## config.mk

```make
export PLATFORM = sky130hd
export DESIGN_NAME = ipt_hash
export DESIGN_NICKNAME = d
export VERILOG_FILES = /design/src/design/ipt_pkg.sv /design/src/design/ipt_hash.sv
export SDC_FILE = /design/constraint.sdc
export NUM_CORES = 1
export LEC_CHECK = 0
export BUFFER_PORTS_ARGS = -buffer_cell sky130_fd_sc_hd__clkbuf_2
export CAP_MARGIN = 30
export CORE_ASPECT_RATIO = 0.8
export CORE_MARGIN = 10
export CORE_UTILIZATION = 40
export CTS_CLUSTER_SIZE = 16
export DETAILED_ROUTE_END_ITERATION = 16
export GPL_ROUTABILITY_DRIVEN = 0
export GPL_TIMING_DRIVEN = 1
export HOLD_SLACK_MARGIN = 0.15
export SLEW_MARGIN = 20
export SYNTH_ARGS = -nofsm -noshare
export SYNTH_HDL_FRONTEND = slang
export SYNTH_SLANG_ARGS = --single-unit
```

## constraint.sdc

```tcl
create_clock -name clk -period 3.48 [get_ports clk]
set_input_delay 0.522 -clock clk [delete_from_list [all_inputs] [get_ports clk]]
set_output_delay 0.522 -clock clk [all_outputs]
set_load 0.02 [all_outputs]
```

## src/design/ipt_pkg.sv

```systemverilog
// Shared types, codes and helper functions for the IPv4 prefix table.
package ipt_pkg;

  // Fixed field widths.
  localparam int ADDR_W = 32;
  localparam int LEN_W = 6;
  localparam int HANDLE_W = 12;
  localparam int MAX_LEN = 32;

  // Default sizing of the hash store.
  localparam int DEF_BUCKETS = 1024;
  localparam int DEF_WAYS = 4;

  typedef enum logic [1:0] {
    MODE_ADD    = 2'd0,
    MODE_REMOVE = 2'd1,
    MODE_GET    = 2'd2,
    MODE_LOOKUP = 2'd3
  } mode_t;

  typedef enum logic [2:0] {
    ST_OK       = 3'd0,
    ST_NOTFOUND = 3'd1,
    ST_DUP      = 3'd2,
    ST_FULL     = 3'd3,
    ST_EMPTY    = 3'd4
  } status_t;

  typedef enum logic [2:0] {
    S_CLEAR,
    S_IDLE,
    S_PROBE,
    S_DIV,
    S_REM,
    S_WAIT,
    S_FINISH
  } state_t;

  // One stored slot.
  typedef struct packed {
    logic              valid;
    logic [ADDR_W-1:0] prefix;
    logic [LEN_W-1:0]  length;
  } entry_t;

  // One probe of a bucket: the key and length to compare against.
  typedef struct packed {
    logic [ADDR_W-1:0] key;
    logic [LEN_W-1:0]  len;
    logic              last;
  } probe_t;

  // Compare outcome for one probed bucket.
  typedef struct packed {
    logic             hit;
    logic             has_free;
    logic             last;
    logic [LEN_W-1:0] len;
  } match_t;

  // Right shift where a count of 32 or more gives zero.
  function automatic logic [ADDR_W-1:0] shr32(input logic [ADDR_W-1:0] v,
                                              input logic [LEN_W:0] n);
    logic [ADDR_W-1:0] r;
    if (n >= (LEN_W+1)'(ADDR_W)) begin
      r = '0;
    end else begin
      r = v >> n[4:0];
    end
    return r;
  endfunction

  // Network mask of the given length; length zero gives an empty mask.
  function automatic logic [ADDR_W-1:0] len_mask(input logic [LEN_W-1:0] l);
    logic [ADDR_W-1:0] m;
    if (l == '0) begin
      m = '0;
    end else if (l >= LEN_W'(MAX_LEN)) begin
      m = '1;
    end else begin
      m = ~({ADDR_W{1'b1}} >> l[4:0]);
    end
    return m;
  endfunction

endpackage

```

## src/design/ipt_hash.sv

```systemverilog
// Pipelined bucket hash: shift-xor of the key, then reduction modulo the bucket count.
module ipt_hash import ipt_pkg::*; #(
  parameter int BUCKETS = DEF_BUCKETS
) (
  input  logic                                  clk,
  input  logic                                  rst,
  input  logic                                  in_valid,
  input  probe_t                                in_probe,
  output logic                                  out_valid,
  output probe_t                                out_probe,
  output logic [(BUCKETS > 1 ? $clog2(BUCKETS) : 1)-1:0] out_bucket
);

  localparam int BKT_W = (BUCKETS > 1) ? $clog2(BUCKETS) : 1;
  localparam int LOG_B = $clog2(BUCKETS);
  localparam int SHIFT = ADDR_W + LOG_B;
  // Reciprocal of the bucket count, exact for every 32-bit dividend.
  localparam logic [63:0] MUL64 = ((64'd1 << SHIFT) / 64'(BUCKETS)) + 64'd1;
  localparam logic [32:0] MUL = MUL64[32:0];
  localparam logic [15:0] MUL_LO = MUL[15:0];
  localparam logic [16:0] MUL_HI = MUL[32:16];
  localparam logic [16:0] BK = 17'(BUCKETS);

  logic [4:0]        vld;
  probe_t            pr1, pr2, pr3, pr4;
  logic [ADDR_W-1:0] h1, h2, h3, h4;
  logic [47:0]       plo;
  logic [48:0]       phi;
  logic [65:0]       prod;
  logic [31:0]       q3;
  logic [48:0]       qb_full;
  logic [31:0]       qb4;
  logic [31:0]       rem;
  logic [31:0]       rem_fix;

  // Valid bits of the five stages.
  always_ff @(posedge clk) begin
    if (rst) begin
      vld <= '0;
    end else begin
      vld <= {vld[3:0], in_valid};
    end
  end

  // Stage one: shift-xor hash of the key.
  always_ff @(posedge clk) begin
    pr1 <= in_probe;
    h1 <= shr32(in_probe.key, {1'b0, in_probe.len}) ^
          shr32(in_probe.key, (LEN_W+1)'(in_probe.len) + (LEN_W+1)'(5));
  end

  // Stage two: partial products of the hash and the reciprocal.
  always_ff @(posedge clk) begin
    pr2 <= pr1;
    h2 <= h1;
    plo <= 48'(h1) * 48'(MUL_LO);
    phi <= 49'(h1) * 49'(MUL_HI);
  end

  // Stage three: quotient from the summed product.
  assign prod = {1'b0, phi, 16'd0} + 66'(plo);

  always_ff @(posedge clk) begin
    pr3 <= pr2;
    h3 <= h2;
    q3 <= 32'(prod >> SHIFT);
  end

  // Stage four: quotient times bucket count.
  assign qb_full = 49'(q3) * 49'(BK);

  always_ff @(posedge clk) begin
    pr4 <= pr3;
    h4 <= h3;
    qb4 <= qb_full[31:0];
  end

  // Stage five: remainder with one correction step.
  assign rem = h4 - qb4;
  assign rem_fix = (rem >= 32'(BK)) ? rem - 32'(BK) : rem;

  always_ff @(posedge clk) begin
    out_probe <= pr4;
    out_bucket <= BKT_W'(rem_fix);
  end

  assign out_valid = vld[4];

endmodule

```

==> Yosys cells after proc, flatten, opt, wreduce, memory -nomap -nowiden <==
Index checks and enable logic that the tools add are counted.
{ "op_classes": {"mux": 3, "add_sub_neg": 4, "shifts": 2, "bitwise_logic": 1, "n_lt_le_gt_ge": 3} }
{ "op_table": {"columns": ["op", "n"], "rows": [
  ["adder 64 x 32 -> 64 bit", 1],
  ["2-to-1 mux 32 bit", 2],
  ["right shift 32 x 5 -> 32 bit", 2],
  ["greater-or-equal comparator 32 x 11 -> 1 bit (second input constant)", 1],
  ["subtractor 32 bit", 1],
  ["bitwise XOR 32 bit", 1],
  ["2-to-1 mux 10 bit", 1],
  ["subtractor 10 x 1 -> 10 bit (second input constant)", 1],
  ["adder 6 x 3 -> 7 bit (second input constant)", 1],
  ["greater-or-equal comparator 7 x 6 -> 1 bit (second input constant)", 1],
  ["greater-or-equal comparator 6 bit (second input constant)", 1]
]} }
{ "word_totals": {"regBits": 382, "elab_cells": 36, "out_inout_bits": 50} }

==> Longest topological paths before layout <==
{ "logic_depth": {"depth_word": 4, "mapped_depth": 13} }

==> Worst setup path after synthesis <==
Ideal clock, no wire load.
{ "synth_path": {"kind": "input port to flip-flop", "start": "input in_probe[1] in the netlist's numbering", "end": "register h1[3]", "setup_ps": 132, "slack_ps": 224, "arrival_time_ps": 3124, "path_buffers": 4, "stages": 11, "required_time_ps": 3348, "path_cell_list": "buf_4 inv_1 buf_2 clkbuf_1 ha_1 buf_6 mux2i_1 mux2_2 mux4_2 a2111oi_1 xnor2_1"} }
{ "synth_via": {"elab_chain_len": 4} }
{ "synth_rtl": {"columns": ["item", "line", "source"], "rows": [
  ["start, declared", "ipt_hash.sv:8", "input probe_t in_probe,"],
  ["adder 6 x 3 -> 7 bit", "ipt_hash.sv:49", "shr32(in_probe.key, (LEN_W+1)'(in_probe.len) + (LEN_W+1)'(5));"],
  ["greater-or-equal comparator 7 x 6 -> 1 bit or right shift 32 x 5 -> 32 bit (tied branches)", "ipt_pkg.sv:65, ipt_pkg.sv:68", null],
  ["2-to-1 mux 32 bit", "ipt_pkg.sv:65", "if (n >= (LEN_W+1)'(ADDR_W)) begin"],
  ["bitwise XOR 32 bit (*)", "ipt_hash.sv:48", "h1 <= shr32(in_probe.key, {1'b0, in_probe.len}) ^"],
  ["end signal, assigned", "ipt_hash.sv:48", null],
  ["end, declared", "ipt_hash.sv:26", "logic [ADDR_W-1:0] h1, h2, h3, h4;"]
]} }
Mark *: on every way between the ends. The rest lies on a longest branch, timed or not.
A chain may end at the register's enable or synchronous reset.

==> Final worst setup path <==
{ "layout_path": {"start": "input in_probe[2] in the netlist's numbering", "end": "register h1[5]"} }
The elaborated chain is that of the path after synthesis.

==> results_dict.tcl <==
set metrics [dict create \
    synth_top_area_share_pct 59.2 \
    cpPeakStageDelay_ns 0.83 \
    worst_pin_slew_ns 0.931 \
    synthXorXnorAreaFrac_pct 2.03 \
    synth_warnings 0 \
    htreeDepth 1 \
    peakVddDrop_uv 427 \
    hold_slack_ns 0.179 \
    critPathSlowestCell "a2111oi_0" \
    synthToLayoutAreaGrowth_pct 18.1 \
    r2r-start "vld[0]" \
    hold_viol_final 0 \
    nets 759 \
    vias_per_cell 5.40 \
    rr_worst_depth 1 \
    crit_top_cell "mux2i_1" \
    numCtsBuffers 23 \
    dp_worst_setup_slack_ns 0.0765 \
    synth.area.top_cells "dfxtp_1 (59%), mux4_2 (15%), mux2i_1 (5.0%)" \
    fin_ws_ns 0.500 \
    cts_tree "yes" \
    core_area_mm2 0.0207 \
    syn_nets 671 \
    synth_edf_count 0 \
    grtUsageTotal_pct 14.5 \
    busiest_layer "met2" \
    grtUsageMet3_pct 5.57 \
    wire_per_inst_um 20.1 \
    worstPathRequired_ns 3.87 \
    route.detailed.drc 0 \
    num_rows 47 \
    synth_top_family_by_area "multiplexers" \
    grt_max_degree 67 \
    antenna_found_initial 0 \
    chipHeight_um 150 \
    cts.sinks 250 \
    synth_top_cell_by_area "dfxtp_1" \
    synth_ff_type "dfxtp_1" \
    crit_path_end "h1[5]" \
    clk_path_buf_depth 3 \
    ys_seq_area_share_pct 59.2 \
    postRouteAntennaNets 0 \
    syn-cell-area_mm2 0.00845 \
    r2r_setup_slack_ns 2.93 \
    whs_path_depth 1 \
    synth_seq_cells 250 \
    dpl.cell_count 958 \
    final_core_utilization_pct 48.2 \
    hold_path.class "input pin to flip-flop" \
    dpl-instance-area_mm2 0.00915 \
    async_flop_share_pct 0 \
    vias 5403 \
    dp_hpwl_um 13600 \
    grtUsageMet2_pct 21.6 \
    worst_r2r_endpoint "vld[1]" \
    drtIter0Drc 492 \
    overflow 0 \
    post-cts-setup-buffer-count 0 \
    final_cells 1000 \
    slew_headroom_pct 37.7 \
    crit_start "in_probe[2]" \
    drv_cap 0 \
    grt_pass1_wl_um 31500 \
    status "completed" \
    num_antenna_cells 0 \
    portBuffers 91 \
    cp_max_fo 23 \
    period_needed_ns 2.98 \
    clkTransAtPathRegs_ns 0.06 \
    die_w_um 182 \
    setup_violations 0 \
    path_class "input pin to flip-flop" \
    cts_root_buf "clkbuf_16" \
    synthCells 627 \
    fin_total_pwr_mw 6.66 \
    max_freq_mhz 336 \
    post-route-period-util_pct 85.6 \
    grt_pass1_vias 5531 \
    clkLatencyLatePin_ns 0.51 \
    end_kind "flip-flop" \
    dieArea_mm2 0.0274 \
    power_leakage_nw 4.11 \
    drt_wl_total_um 20100 \
    initial_utilization_pct 40.8 \
    final_layout_size_suffix_gt1_share_pct 32.0 \
    arrival_ns 3.37 \
    ctsResizeCount 0 \
    finalMaxSlewViolations 0 \
    rsz0062_at_grt "false" \
    grt_util_met1_pct 19.2 \
    start_kind "input pin" \
    synth_simple_gate_area_share_pct 5.67 \
    synth_fa_ha_area_share_pct 0.296 \
    powerDensity_mw_per_mm2 667 \
    synth.distinct_cells 59 \
    dr.pass1.iters 5 \
    synth_compound_area_share_pct 7.23 \
    syn_avg_cell_area_um2 13.5 \
    muxShareOfSynthArea_pct 22.6 \
    skew_ns 0.00908 \
    setup_tns_ns 0 \
    ios 92 \
    finalInstanceArea_mm2 0.00998 \
    cp_cell_sequence "clkbuf_2 -> inv_2 -> ha_2 -> buf_4 -> mux2i_1 -> mux2i_1 -> a2111oi_0 -> a2111oi_2 -> xnor2_1" \
    ctsHoldBuffers 1 \
]
[synthesized netlist by cell type (3+ instances only)]
cell	n
inv_2	3
dfxtp_1	250
a21oi_1	15
a211oi_1	10
mux2i_1	42
buf_2	21
nand2_1	32
xor2_1	7
o21ai_0	11
nand3b_1	4
nor3b_1	5
mux4_2	55
nor2b_1	10
nand3_1	9
xnor2_2	3
mux2_2	20
buf_4	4
nor2_1	26
o31ai_1	3
xnor2_1	7
a22oi_1	3
o21ai_1	4
clkbuf_1	19
o211ai_1	8
nor3_1	6
a2111oi_0	5
[layout by cell type, fill, tap and decap left out, types with 3 or more instances in the layout]
master / Yosys / layout
dfxtp_1: 250 / 250
nand3_1: 9 / 9
mux4_2: 55 / 55
o21ai_0: 11 / 11
xor2_1: 7 / 7
o211ai_1: 8 / 8
a2111oi_0: 5 / 5
a211oi_1: 10 / 10
nor3b_1: 5 / 5
nor2_1: 26 / 26
nor3_1: 6 / 6
a21oi_1: 15 / 15
nand3b_1: 4 / 4
clkbuf_2: 0 / 91
xnor2_2: 3 / 3
a22oi_1: 3 / 3
xnor2_1: 7 / 7
clkbuf_8: 0 / 4
mux2_2: 20 / 20
clkinv_2: 0 / 4
nand2_1: 32 / 32
inv_2: 3 / 3
o21ai_1: 4 / 4
mux2i_1: 42 / 42
nor2b_1: 10 / 10
bufinv_16: 0 / 4
buf_4: 4 / 18
clkbuf_16: 0 / 23
o31ai_1: 3 / 3
[how the worst min path moves through the flow]
stage                            from       endpoint  slack, ns
after CTS                 in_probe[7]         pr1[7]       0.16
after global placement        pr3[33]        pr4[33]       0.31
after floorplan                plo[0]          h3[0]       0.31
after detailed placement      pr4[21]  out_probe[21]       0.31
after global routing      in_probe[7]         pr1[7]       0.15
final                     in_probe[7]         pr1[7]       0.18
[sequential cells by signal (all words and copies together) (netlist names)]
| name | cells |
|---|---|
| pr2 | 39 |
| h1 | 10 |
| vld | 5 |
| pr3 | 39 |
| plo | 10 |
| h3 | 10 |
| out_bucket | 10 |
| pr4 | 39 |
| h4 | 10 |
| pr1 | 39 |
| out_probe | 39 |
[cell type report]
type                    count  area, µm²
fillers                  1832      10700
flip-flops and latches    250       5000
multi-input cells         325       3200
clock buffers              29        638
repair buffers            110        601
well taps                 269        337
clock inverters            12        184
inverters                   5       18.8
[report_power, final]
group	internal, mW	switching [mW]
Clock	1.61	1.02
Sequential	3.14	0.0592
Combinational	0.350	0.483
Total	5.10	1.56
[metal layers]
layer  part of all wire [%]  vias up  wire length (µm)
met4                    2.1        0               413
met3                     12       43              2480
li1                       -     2452                 -
met2                     43      306              8650
met1                     43     2602              8590
met5                      0        -                 0
[critical path: cells and delay by family]
kind | cells | cell delay (ns)
AOI/OAI and AO/OA | 2 | 0.97
xor gates and xnor gates | 1 | 0.17
adders and majority gates | 1 | 0.74
buffers and inverters | 3 | 0.45
muxes | 2 | 0.49
[cells by family (layout without fill, tap and decap cells)]
logic type               after synthesis  count (layout)
flip-flops                           250             250
multiplexers                         119             119
AND/OR/NAND/NOR                      101             101
AO/OA/AOI/OAI                         86              86
buffers and inverters                 52             156
XOR/XNOR                              17              17
adder cells (fa/ha/maj)                2               2
No activity file was read; power rests on OpenSTA's default activity.
