--- config.mk ---
export PLATFORM = sky130hd
export DESIGN_NAME = ipt_match
export DESIGN_NICKNAME = d
export VERILOG_FILES = /design/src/design/ipt_pkg.sv /design/src/design/ipt_match.sv
export SDC_FILE = /design/constraint.sdc
export NUM_CORES = 1
export LEC_CHECK = 0
export BUFFER_PORTS_ARGS = -buffer_cell sky130_fd_sc_hd__buf_2
export CORE_AREA = 4 4 147 149
export DETAILED_ROUTE_END_ITERATION = 12
export DIE_AREA = 0 0 151 153
export SLEW_MARGIN = 10
export SYNTH_ARGS = -nofsm -noshare
export SYNTH_HDL_FRONTEND = slang
export SYNTH_SLANG_ARGS = --single-unit
--- constraint.sdc ---
create_clock -name clk -period 3 [get_ports clk]
set_input_delay 0.45 -clock clk [delete_from_list [all_inputs] [get_ports clk]]
set_output_delay 0.45 -clock clk [all_outputs]
set_load 0.03 [all_outputs]
--- src/design/ipt_pkg.sv ---
// Shared types, codes and helper functions for the IPv4 prefix table.
package ipt_pkg;

  // Fixed field widths.
  localparam int ADDR_W = 32;
  localparam int LEN_W = 6;
  localparam int HANDLE_W = 12;
  localparam int MAX_LEN = 32;

  // Default sizing of the hash store.
  localparam int DEF_BUCKETS = 1024;
  localparam int DEF_WAYS = 4;

  typedef enum logic [1:0] {
    MODE_ADD    = 2'd0,
    MODE_REMOVE = 2'd1,
    MODE_GET    = 2'd2,
    MODE_LOOKUP = 2'd3
  } mode_t;

  typedef enum logic [2:0] {
    ST_OK       = 3'd0,
    ST_NOTFOUND = 3'd1,
    ST_DUP      = 3'd2,
    ST_FULL     = 3'd3,
    ST_EMPTY    = 3'd4
  } status_t;

  typedef enum logic [2:0] {
    S_CLEAR,
    S_IDLE,
    S_PROBE,
    S_DIV,
    S_REM,
    S_WAIT,
    S_FINISH
  } state_t;

  // One stored slot.
  typedef struct packed {
    logic              valid;
    logic [ADDR_W-1:0] prefix;
    logic [LEN_W-1:0]  length;
  } entry_t;

  // One probe of a bucket: the key and length to compare against.
  typedef struct packed {
    logic [ADDR_W-1:0] key;
    logic [LEN_W-1:0]  len;
    logic              last;
  } probe_t;

  // Compare outcome for one probed bucket.
  typedef struct packed {
    logic             hit;
    logic             has_free;
    logic             last;
    logic [LEN_W-1:0] len;
  } match_t;

  // Right shift where a count of 32 or more gives zero.
  function automatic logic [ADDR_W-1:0] shr32(input logic [ADDR_W-1:0] v,
                                              input logic [LEN_W:0] n);
    logic [ADDR_W-1:0] r;
    if (n >= (LEN_W+1)'(ADDR_W)) begin
      r = '0;
    end else begin
      r = v >> n[4:0];
    end
    return r;
  endfunction

  // Network mask of the given length; length zero gives an empty mask.
  function automatic logic [ADDR_W-1:0] len_mask(input logic [LEN_W-1:0] l);
    logic [ADDR_W-1:0] m;
    if (l == '0) begin
      m = '0;
    end else if (l >= LEN_W'(MAX_LEN)) begin
      m = '1;
    end else begin
      m = ~({ADDR_W{1'b1}} >> l[4:0]);
    end
    return m;
  endfunction

endpackage

--- src/design/ipt_match.sv ---
// Compare stage: checks a bucket row against a probe and finds the first hit and free way.
module ipt_match import ipt_pkg::*; #(
  parameter int BUCKETS = DEF_BUCKETS,
  parameter int WAYS = DEF_WAYS
) (
  input  logic                                          clk,
  input  logic                                          rst,
  input  logic                                          req_valid,
  input  probe_t                                        req_probe,
  input  logic [(BUCKETS > 1 ? $clog2(BUCKETS) : 1)-1:0] req_bucket,
  input  entry_t [WAYS-1:0]                             rd_row,
  output logic                                          res_valid,
  output match_t                                        res,
  output logic [(WAYS > 1 ? $clog2(WAYS) : 1)-1:0]      res_hit_way,
  output logic [(WAYS > 1 ? $clog2(WAYS) : 1)-1:0]      res_free_way,
  output entry_t [WAYS-1:0]                             res_row,
  output logic [(BUCKETS > 1 ? $clog2(BUCKETS) : 1)-1:0] res_bucket
);

  localparam int BKT_W = (BUCKETS > 1) ? $clog2(BUCKETS) : 1;
  localparam int WAY_W = (WAYS > 1) ? $clog2(WAYS) : 1;

  logic             a_valid;
  probe_t           a_probe;
  logic [BKT_W-1:0] a_bucket;
  logic             hit;
  logic             has_free;
  logic [WAY_W-1:0] hit_way;
  logic [WAY_W-1:0] free_way;

  // Hold the probe while the memory read completes.
  always_ff @(posedge clk) begin
    if (rst) begin
      a_valid <= 1'b0;
    end else begin
      a_valid <= req_valid;
    end
  end

  always_ff @(posedge clk) begin
    a_probe <= req_probe;
    a_bucket <= req_bucket;
  end

  // Lowest matching way and lowest free way.
  always_comb begin
    hit = 1'b0;
    has_free = 1'b0;
    hit_way = '0;
    free_way = '0;
    for (int w = WAYS - 1; w >= 0; w--) begin
      if (rd_row[w].valid && rd_row[w].prefix == a_probe.key &&
          rd_row[w].length == a_probe.len) begin
        hit = 1'b1;
        hit_way = WAY_W'(w);
      end
      if (!rd_row[w].valid) begin
        has_free = 1'b1;
        free_way = WAY_W'(w);
      end
    end
  end

  always_ff @(posedge clk) begin
    if (rst) begin
      res_valid <= 1'b0;
    end else begin
      res_valid <= a_valid;
    end
  end

  always_ff @(posedge clk) begin
    res.hit <= hit;
    res.has_free <= has_free;
    res.last <= a_probe.last;
    res.len <= a_probe.len;
    res_hit_way <= hit_way;
    res_free_way <= free_way;
    res_row <= rd_row;
    res_bucket <= a_bucket;
  end

endmodule

# Word level (Yosys, flattened, before mapping)

Cells that the tools add are included.
W data, S select, Z words.

Add/subtract/negate cells: 0
Multiply operators: 0
Divide/modulo/power cells: 0
Order comparisons: 0
Equal/unequal tests: 8
Shifts and indexed selects: 0
Muxes and demuxes: 8
Bitwise logic cells: 0
Reduce and logical (&&, ||, !) cells: 12

Operators with widths:

| kind                | number |
|---|---|
| $eq A32 B32 Y1      | 4 |
| $eq A6 B6 Y1        | 4 |
| $logic_and A1 B1 Y1 | 8 |
| $mux W2             | 4 |
| $mux W1             | 4 |
| $reduce_and A3 Y1   | 1 |
| $reduce_or A3 Y1    | 1 |
| $reduce_and A2 Y1   | 1 |
| $reduce_or A2 Y1    | 1 |

Register bits: 230
Bits in latches: 0
RAM bits: 0
Bits in read-only memories: 0
Output and inout port bits: 180
Logic and storage cells: 55
Memories kept: 0

# Longest topological paths before layout

Gate-level depths: netlist of run 1.

Word-level depth: 6
Depth in mapped cells: 7

# Worst setup path before layout of run 1

OpenSTA, ideal clock, no wires.

Kind: input-to-reg
Start point: in rd_row[107] in the netlist's numbering
End point: reg res_hit_way[0] in the netlist's numbering
Arrival: 1.567 ns
Required time: 2.870 ns
Path slack: 1.303 ns
Stages on the path: 6
Buffers on the path: 0
Path through: xor2_1 > nor4_1 > nand4_1 > or4_4 > nand2b_1 > a21oi_1

Word-level cells in the longest chain between the ends: 5

RTL lines:

| element                           | line            | text |
|---|---|---|
| start, declared                   | ipt_match.sv:11 | `input entry_t [WAYS-1:0] rd_row,` |
| $eq A32 B32 Y1                    | ipt_match.sv:52 | `if (rd_row[w].valid && rd_row[w].prefix == a_probe.key &&` |
| $logic_and A1 B1 Y1 (2 in series) | ipt_match.sv:52 |  |
| $mux W2                           | ipt_match.sv:52 |  |
| $mux W1                           | ipt_match.sv:52 |  |
| end signal, assigned              | ipt_match.sv:77 | `res_hit_way <= hit_way;` |
| end, declared                     | ipt_match.sv:14 | `output logic [(WAYS > 1 ? $clog2(WAYS) : 1)-1:0] res_hit_way,` |

Every way passes these cells.
A chain may end at the register's enable or synchronous reset.

# Final worst setup path of run 1

Start point: reg a_probe[37] in the netlist's numbering
End point: reg res[8] in the netlist's numbering

Word-level cells in the longest chain between the ends: 4
Elaborated cells on any way between the ends: 14
Those cells by class: 4 x eq/ne; 1 x mux; 9 x reduce/logical

RTL lines:

| element                                               | line            | text |
|---|---|---|
| start, declared                                       | ipt_match.sv:24 | `probe_t a_probe;` |
| start signal, assigned                                | ipt_match.sv:41 | `a_probe <= req_probe;` |
| $eq A32 B32 Y1                                        | ipt_match.sv:52 |  |
| $logic_and A1 B1 Y1 (2 in series)                     | ipt_match.sv:52 |  |
| $reduce_or A3 Y1 (no line) or $mux W1 (tied branches) | --              |  |
| end, declared                                         | ipt_match.sv:13 | `output match_t res,` |

Parallel ways exist; a longest one is shown, timed or not.

==> results of run 1 <==
[flip-flops by register name (all words and copies together), names as in the netlist]
register / cells
a_probe: 39
a_bucket: 10
a_valid: 1
res: 9
res_bucket: 10
res_row: 156
res_free_way: 2
res_valid: 1
res_hit_way: 2
[cell usage after synthesis]
cell type,number
xor2_1,94
nand4_4,1
nand2_1,1
nand3b_1,1
nor4_1,24
a2111oi_0,1
nor2b_1,2
nand4_1,20
a21boi_0,1
inv_1,1
nor3_1,3
clkbuf_1,1
nand2b_1,3
nand3_1,2
or4_4,2
dfxtp_1,230
a21oi_1,3
xnor2_1,57
o211ai_1,1
[per-stage QoR]
stage	util	hold slack [ns]	cell area [um2]	total power, mW	std cells
after global routing	0.474	0.00773	9570	7.67	1153
after floorplan	-	0.310	6360	3.78	448
final	0.474	0.0309	9570	7.42	1153
after global placement	0.430	0.310	8670	4.19	1109
after detailed placement	0.430	0.312	8670	4.19	1109
after CTS	0.474	0.00429	9570	7.50	1153
[worst paths after layout]
path | start | cells past startpoint | endpoint
max | a_probe[37] | 6 | res[8]
min | req_probe[7] | 1 | a_probe[7]
max reg2reg | a_probe[37] | 6 | res[8]
min reg2reg | a_bucket[3] | 0 | res_bucket[3]
[cell families (layout without fill, tap and decap cells)]
logic type,after synthesis,in the layout,share of synthesized area
flip-flops,230,230,0.724
XOR/XNOR,151,151,0.208
AND/OR/NAND/NOR,59,59,0.0608
AO/OA/AOI/OAI,6,6,0.00610
buffers and inverters,2,437,0.00118
[power by group through the flow]
stage,sequential (mW),combinational (mW),clock (mW)
finish,3.31,0.801,3.31
global route,3.33,0.856,3.48
CTS,3.31,0.814,3.38
detailed placement,3.38,0.811,0
global placement,3.38,0.812,0
floorplan,3.61,0.166,0
[final cells by class]
type | count | area [um2] | share of cell area
clock buffers | 33 | 706 | 0.0737
inverters | 1 | 3.75 | 0.000392
flip-flops and latches | 230 | 4600 | 0.481
multi-input cells | 216 | 1750 | 0.183
clock inverters | 11 | 195 | 0.0204
well taps | 270 | 338 | 0.0353
repair buffers | 392 | 1970 | 0.206
[worst max-delay path, delay by kind of cell (launching register included)]
| family | cells | cell delay, ns |
|---|---|---|
| xor gates and xnor gates | 1 | 0.11 |
| DFF | 1 | 0.49 |
| and+or+nand+nor | 5 | 1.51 |
[per-layer routing]
metal / routed length, um / vias to the layer above / GRT usage
met5: 13 / - / 0
li1: - / 2322 / -
met2: 11600 / 241 / 0.346
met1: 8970 / 2128 / 0.217
met3: 1840 / 32 / 0.0489
met4: 460 / 2 / 0.0419
==> summary.txt, run 1 <==
Outcome
  – Status: complete, no violations

Detailed routing
  – Post-DRT Antenna Nets: 0
  – Final wirelength: 22900 um
  – Drt drc: 0
  – Drt via density: 4.10
  – Initial DRC Count: 136
  – WL per Instance: 19.9 um
  – Drt first pass iters: 4
  – Vias after detailed routing: ~4700

Clocking
  – Post CTS Setup Buffer Count: 0
  – Post-CTS Resized: 0
  – CTS clk-pin slew, worst paths: 0.06 ns
  – H-tree depth: 1
  – Worst skew pair latency: 0.51 ns
  – Total CTS buffers: 24
  – Max Buffers Root-to-Sink: 3
  – Root buffer cell: clkbuf_16
  – CTS tree: done
  – Clk sinks: 230
  – CTS Hold Bufs: 0

Finish
  – Fraction of layout cells with a size suffix above 1: 0.494
  – Layout area overhead: 50.5%
  – Most frequent cells in the layout: 387 x buf_2, 230 x dfxtp_1, 94 x xor2_1, 57 x xnor2_1, 25 x clkbuf_16
  – N_diodes: 0
  – Final Net Count: 1073
  – Most common cell after layout, fill and taps aside: buf_2
  – Fillers: 1897

Place
  – DP Wirelength: 19500 um
  – # port buffers: just under 400
  – Placer Congestion: around 0.76
  – Dpl ws: about 0.64 ns

Synth
  – Post-synth top area share: 0.724
  – Number of synthesized register bits: 230
  – Mapped Nets: 656
  – Syn_area_per_cell: 14.2 um2
  – Mapped Area: 0.00636 mm2
  – Syn Inst Count: 448
  – Post-synth top area cell: dfxtp_1
  – Unique cell type count in the Yosys netlist: 19
  – Yosys warnings: 0
  – Top cells by area, synth: dfxtp_1 72%, xor2_1 13%, xnor2_1 7.8%, nor4_1 2.4%, nand4_1 2.0%
  – Sequential share of the synthesized area: 0.724

STA
  – Min cycle time layout: 2.17 ns
  – Fin Clk Skew: between 0.01 and 0.015 ns
  – Final Hold Fails: 0
  – Final TNS setup: 0 ns
  – Slew HR: 0.560
  – Max Freq: 0.462 GHz
  – Slew Limit Fails: 0
  – Fin crit share: 0.722
  – Slew @ Worst Pin: between 0.6 and 0.7 ns
  – Final WS setup: 0.833 ns
  – RSZ-0062 raised after global routing: no
  – Final setup vio count: 0

Pwr
  – Gate power share: 0.108
  – Leak Pwr: 4.52 nW
  – Peak supply drop: 0.457 mV
  – Sw Share: 0.246
  – Clock power frac: 0.446
  – Power Dens Cells: 775 mW/mm2
  – Pint: 5.59 mW
  – Sequential power share: 0.446
  – Switch Pwr: roughly 1.8 mW

Setup path
  – Worst Path Required: 3.45 ns
  – Critical path, cell by cell: xor2_1 -> nor4_1 -> nand4_1 -> or4_4 -> nand2b_1 -> nand3b_1
  – Setup crit end kind: flip-flop
  – Critical path class: reg2reg
  – Slowest stage delay, CP: 0.54 ns
  – CP arrival: 2.62 ns
  – FF-to-FF setup slack: 0.83 ns
  – CP Max Fanout: 4
  – Crit start category: flip-flop
  – Crit path max-delay cell type: or4_4

GRT
  – Antenna violations before repair: 1
  – GRT Util Overall: 0.188
  – GR Overflow Total: 0
  – First-pass GRT wire length: 31600 um
  – Number of global-route vias before repair: 5026
  – Largest net degree at the start of global routing: 15

Die
  – Floorplan die width: 151 um
  – I/O pins: a little under 400
  – Die H: 153 um
  – DIE AREA: 0.0231 mm2
  – Num rows: 52
  – Initial cell density of the core: 0.315
  – Core Area: roughly 0.020 mm2

Hold path
  – Worst hold path class: in2reg

Flow run
  – Max cap viols: 0
(Power assumes the default switching activity.)
==> run 2, diff against run 1 <==
CORE_AREA = 4 4 148 150   (was 4 4 147 149)
DIE_AREA = 0 0 152 154   (was 0 0 151 153)
clock period = 2.2 ns   (was 3 ns; I/O delays follow)
==> summary.txt, run 2 (synthesis results as in run 1) <==
Outcome
  – Status: complete, no violations

STA
  – Min cycle time layout: approximately 2.1 ns
  – Slew Limit Fails: 0
  – Min Hold Slack: 0.0363 ns
  – Final setup vio count: 0
  – Max Freq: 0.481 GHz
  – RSZ-0062 raised after global routing: no
  – Fin crit share: 0.945
  – Slew HR: 0.664
  – Fin Clk Skew: roughly 0.014 ns
  – Slew @ Worst Pin: ~0.5 ns
  – Final Hold Fails: 0

Finish
  – Top flop regs: res_row: 156 flops, a_probe: 39 flops
  – Multi-input gate area: 0.00177 mm2
  – Largest register FFs: 156
  – Fillers: 1723
  – Register area: 0.00461 mm2
  – Largest Register: res_row
  – Design Area, Final: between 0.01 and 0.015 mm2
  – Most common cell after layout, fill and taps aside: buf_2
  – Layout area overhead: 82.4%
  – Final Net Count: ~1300
  – Most frequent cells in the layout: 387 x buf_2, 228 x dfxtp_1, 205 x dlygate4sd3_1, 94 x xor2_1, 57 x xnor2_1
  – Fraction of layout cells with a size suffix above 1: 0.409

Hold path
  – Hold Crit Depth: 1
  – Hold Path Sink: res_row[116]
  – HP Start: rd_row[116]
  – Worst hold path class: in2reg

Setup path
  – Slowest stage delay, CP: 0.55 ns
  – Critical path class: in2reg
  – Worst r2r dst: res[8]
  – Crit path max-delay cell type: dlygate4sd3_1
  – CP Max Fanout: 2
  – Setup crit end kind: flip-flop
  – Worst Path Required: 2.65 ns
  – CP arrival: 2.53 ns
  – Critical path, cell by cell: dlygate4sd3_1 -> buf_2 -> xor2_1 -> nor4_2 -> nand4_1 -> or4_4 -> nand2b_1 -> nand3b_1
  – FF-to-FF setup slack: between 0.15 and 0.2 ns
  – Reg-to-reg startpoint: a_probe[37]
  – Worst R2R Path Depth: 7
  – Crit start category: input pin

Clocking
  – Total CTS buffers: 23
  – H-tree depth: 1
  – CTS tree: done
  – Clk sinks: 230
  – CTS clk-pin slew, worst paths: 0.06 ns
  – Max Buffers Root-to-Sink: 3
  – Worst skew pair latency: 0.51 ns
  – Post CTS Setup Buffer Count: 0
  – Root buffer cell: clkbuf_16

Die
  – Floorplan die width: 152 um
  – Initial cell density of the core: 0.307
  – Num rows: 53
  – Die H: about 150 um
  – DIE AREA: 0.0234 mm2
  – I/O pins: 388
  – Core Area: 0.0207 mm2

Flow run
  – Max cap viols: 0

Place
  – Placer Congestion: a little under 0.8
  – DP Wirelength: 19600 um
  – Placed inst area: 0.00875 mm2
  – # port buffers: 387

GRT
  – Antenna violations before repair: 1
  – Largest net degree at the start of global routing: 15
  – GR Overflow Total: 0
  – GRT Util Overall: 0.221
  – Number of global-route vias before repair: 6428
  – First-pass GRT wire length: 39600 um

Pwr
  – Switch Pwr: between 2 and 2.5 mW
  – Pint: approximately 7.4 mW
  – Gate power share: 0.145
  – Peak supply drop: 0.621 mV
  – Power Dens Cells: approximately 850 mW/mm2
  – Sequential power share: 0.456
  – Sw Share: 0.252
  – Leak Pwr: about 5.4 nW
  – Clock power frac: 0.399

Detailed routing
  – Initial DRC Count: 204
  – Drt drc: 0
  – Final wirelength: 26600 um
  – Vias after detailed routing: 5665
  – Post-DRT Antenna Nets: 0
  – Drt via density: 4.14
  – Drt first pass iters: 4
  – WL per Instance: 19.4 um
run 2: cell types whose count changed in the layout (fill, tap and decap cells not counted), moves of 2 or more:
| cell | previous run | this run |
|---|---|---|
| dlygate4sd3_1 | 0 | 205 |
| clkinv_4 | 3 | 1 |
| nor4_1 | 24 | 20 |
| bufinv_16 | 5 | 2 |
| buf_4 | 5 | 15 |
| clkbuf_16 | 25 | 23 |
| dfxtp_1 | 230 | 228 |
| dfxtp_2 | 0 | 2 |
| nor4_2 | 0 | 4 |
run 2: cell type report:
class / count / area share
multi-input cells: 216 / 0.153
clock buffers: 33 / 0.0580
repair buffers: 607 / 0.354
inverters: 1 / 0.000324
diodes: 1 / 0.000216
well taps: 275 / 0.0297
clock inverters: 7 / 0.00820
flip-flops and latches: 230 / 0.397
run 2: metrics by stage:
step | total power, mW | cells | setup slack (ns) | setup TNS (ns) | utilization
finish | 9.89 | 1370 | 0.120 | 0 | 0.561
global route | 10.3 | 1370 | 0.0210 | 0 | 0.561
CTS | 9.98 | 1369 | 0.0270 | 0 | 0.560
detailed placement | 5.73 | 1124 | -0.197 | -0.407 | 0.423
global placement | 5.73 | 1124 | -0.218 | -0.436 | 0.423
floorplan | 5.16 | 448 | 0.572 | 0 | -
run 2: repair_timing:
item / in CTS / in global routing
resized for setup: 2 / 4
gates cloned: 0 / 0
hold buffers: 205 / 0
endpoints found under the setup margin: 3 / 3
endpoints found under the hold margin: 206 / 0
run 2: how the worst max path moves through the flow:
stage,startpoint,endpoint,slack (ns),depth (start not counted)
3_3_place_gp,a_probe[34],res_hit_way[0],-0.22,6
2_1_floorplan,a_probe[5],res_hit_way[0],0.57,6
3_5_place_dp,a_probe[34],res_hit_way[0],-0.20,6
5_1_grt,a_probe[1],res[8],0.02,6
6_report,rd_row[64],res[8],0.12,8
4_1_cts,rd_row[64],res[8],0.03,8
run 2: worst max-delay path: cells and delay by family:
kind,cells,cell delay (ns)
and+or+nand+nor,5,1.37
buffers and inverters,2,0.69
xor gates and xnor gates,1,0.15
run 2: power by group through the flow:
stage	logic [mW]	registers, mW	clock network, mW
finish	1.43	4.51	3.95
global route	1.52	4.53	4.20
CTS	1.43	4.51	4.04
detailed placement	1.13	4.60	0
global placement	1.14	4.59	0
floorplan	0.226	4.93	0
run 2: layer usage:
metal  share of wire  GRT usage  up-vias
met4           0.021     0.0428        0
met1            0.38      0.250     2624
met3           0.066     0.0597       36
li1                -          -     2746
met5               0          0        -
met2            0.53      0.417      259
==> run 3, diff against run 2 <==
PLACE_DENSITY = 0.66   (was unset)
==> summary.txt, run 3 (synthesis results as in run 1) <==
Finish
  – Most common cell after layout, fill and taps aside: buf_2
  – Post-layout util: 0.562
  – Multi-input gate area: between 0.0015 and 0.002 mm2
  – Final Net Count: 1288
  – Register area: 0.00461 mm2
  – Layout area overhead: 83.0%
  – Most frequent cells in the layout: 387 x buf_2, 229 x dfxtp_1, 204 x dlygate4sd3_1, 94 x xor2_1, 57 x xnor2_1
  – Largest register FFs: approximately 160
  – Fillers: 1652
  – Top flop regs: res_row: 156 flops, a_probe: 39 flops
  – Fraction of layout cells with a size suffix above 1: 0.408
  – Largest Register: res_row

Clocking
  – CTS tree: done
  – Root buffer cell: clkbuf_16
  – Total CTS buffers: 24
  – H-tree depth: 1
  – Clk sinks: 230
  – Worst skew pair latency: between 0.5 and 0.6 ns
  – CTS clk-pin slew, worst paths: 0.06 ns
  – Post CTS Setup Buffer Count: 0
  – Max Buffers Root-to-Sink: 3

Pwr
  – Leak Pwr: approximately 5.4 nW
  – Gate power share: 0.144
  – Power Dens Cells: 862 mW/mm2
  – Sequential power share: 0.450
  – Peak supply drop: around 0.63 mV
  – Sw Share: 0.252
  – Pint: 7.51 mW
  – Clock power frac: 0.406
  – Switch Pwr: 2.52 mW

Die
  – Core Area: approximately 0.021 mm2
  – Num rows: 53
  – I/O pins: 388
  – Initial cell density of the core: 0.307
  – Floorplan die width: 152 um
  – Die H: 154 um
  – DIE AREA: ~0.023 mm2

STA
  – Fin crit share: 0.949
  – Slew @ Worst Pin: 0.484 ns
  – Final setup vio count: 0
  – Min cycle time layout: between 2 and 2.5 ns
  – Final TNS setup: 0 ns
  – RSZ-0062 raised after global routing: no
  – Final Hold Fails: 0
  – Slew HR: 0.674
  – Fin Clk Skew: 0.0118 ns
  – Max Freq: about 0.48 GHz
  – Slew Limit Fails: 0

Setup path
  – Slowest stage delay, CP: 0.56 ns
  – CP Max Fanout: 3
  – Worst Path Required: 2.57 ns
  – FF-to-FF setup slack: 0.14 ns
  – Crit path max-delay cell type: dlygate4sd3_1
  – Critical path class: in2reg
  – Setup crit end kind: flip-flop
  – CP arrival: 2.46 ns
  – Critical path, cell by cell: dlygate4sd3_1 -> buf_2 -> xor2_1 -> nor4_1 -> buf_4 -> nand4_1 -> or4_4 -> nand2b_1 -> a21oi_1
  – Crit start category: input pin

Detailed routing
  – Final wirelength: 27400 um
  – Drt via density: 4.18
  – Post-DRT Antenna Nets: 0
  – Drt first pass iters: 4
  – Vias after detailed routing: 5739
  – Drt drc: 0
  – WL per Instance: 19.9 um
  – Initial DRC Count: 194

Flow run
  – Max cap viols: 0

Place
  – Placer Congestion: a little over 0.8
  – DP Wirelength: 19800 um
  – # port buffers: 387

GRT
  – Largest net degree at the start of global routing: 14
  – Number of global-route vias before repair: 6608
  – GRT Util Overall: 0.225
  – First-pass GRT wire length: 40000 um
  – Antenna violations before repair: 1
  – GR Overflow Total: 0

Hold path
  – Worst hold path class: in2reg

Outcome
  – Status: complete, no violations
==> run 3: power by group through the flow <==
stage / registers [mW] / logic (mW) / clock network (mW)
2_1_floorplan: 4.93 / 0.226 / 0
3_3_place_gp: 4.59 / 1.14 / 0
3_5_place_dp: 4.60 / 1.14 / 0
4_1_cts: 4.51 / 1.43 / 4.17
5_1_grt: 4.53 / 1.52 / 4.30
6_report: 4.51 / 1.44 / 4.08
==> run 3: routing by layer <==
layer / track usage / up-vias / part of all wire
li1: - / 2747 / -
met1: 0.243 / 2676 / 0.37
met2: 0.436 / 271 / 0.54
met3: 0.0599 / 45 / 0.064
met4: 0.0535 / 0 / 0.027
met5: 0 / - / 0
==> run 3: worst paths after layout <==
path | endpoint | start | cells past startpoint
setup / recovery | res_hit_way[0] | rd_row[87] | 9
hold / removal | res_row[77] | rd_row[77] | 1
setup reg to reg | res[8] | a_probe[37] | 6
hold reg to reg | res_bucket[2] | a_bucket[2] | 0
==> run 3: area by class of cell <==
cell class,count,share of cell area
flip-flops and latches,230,0.396
clock inverters,5,0.00484
inverters,1,0.000323
clock buffers,39,0.0652
diodes,1,0.000215
well taps,275,0.0296
multi-input cells,216,0.152
repair buffers,607,0.352
==> run 3: critical path, delay by kind of cell <==
family / cells / cell delay (ns)
AO/OA/AOI/OAI: 1 / 0.08
buffers and inverters: 3 / 0.89
AND/OR/NAND/NOR: 4 / 1.03
XOR/XNOR: 1 / 0.14
==> run 3: metrics by stage <==
stage	cell area (um2)	total power [mW]	hold WS, ns	setup WS, ns	std cells
after global placement	8760	5.73	0.310	0.0643	1125
after CTS	11600	10.1	0.0101	0.000945	1373
after floorplan	6360	5.16	0.310	0.572	448
after detailed placement	8760	5.74	0.312	0.0154	1125
final	11600	10.0	0.0358	0.111	1374
after global routing	11600	10.4	0.0150	0.0192	1374
==> run 3: repair_timing <==
action / CTS / global route
endpoints found under the hold margin: 205 / 0
hold buffers: 204 / 0
resized for setup: 0 / 4
endpoints found under the setup margin: 0 / 3
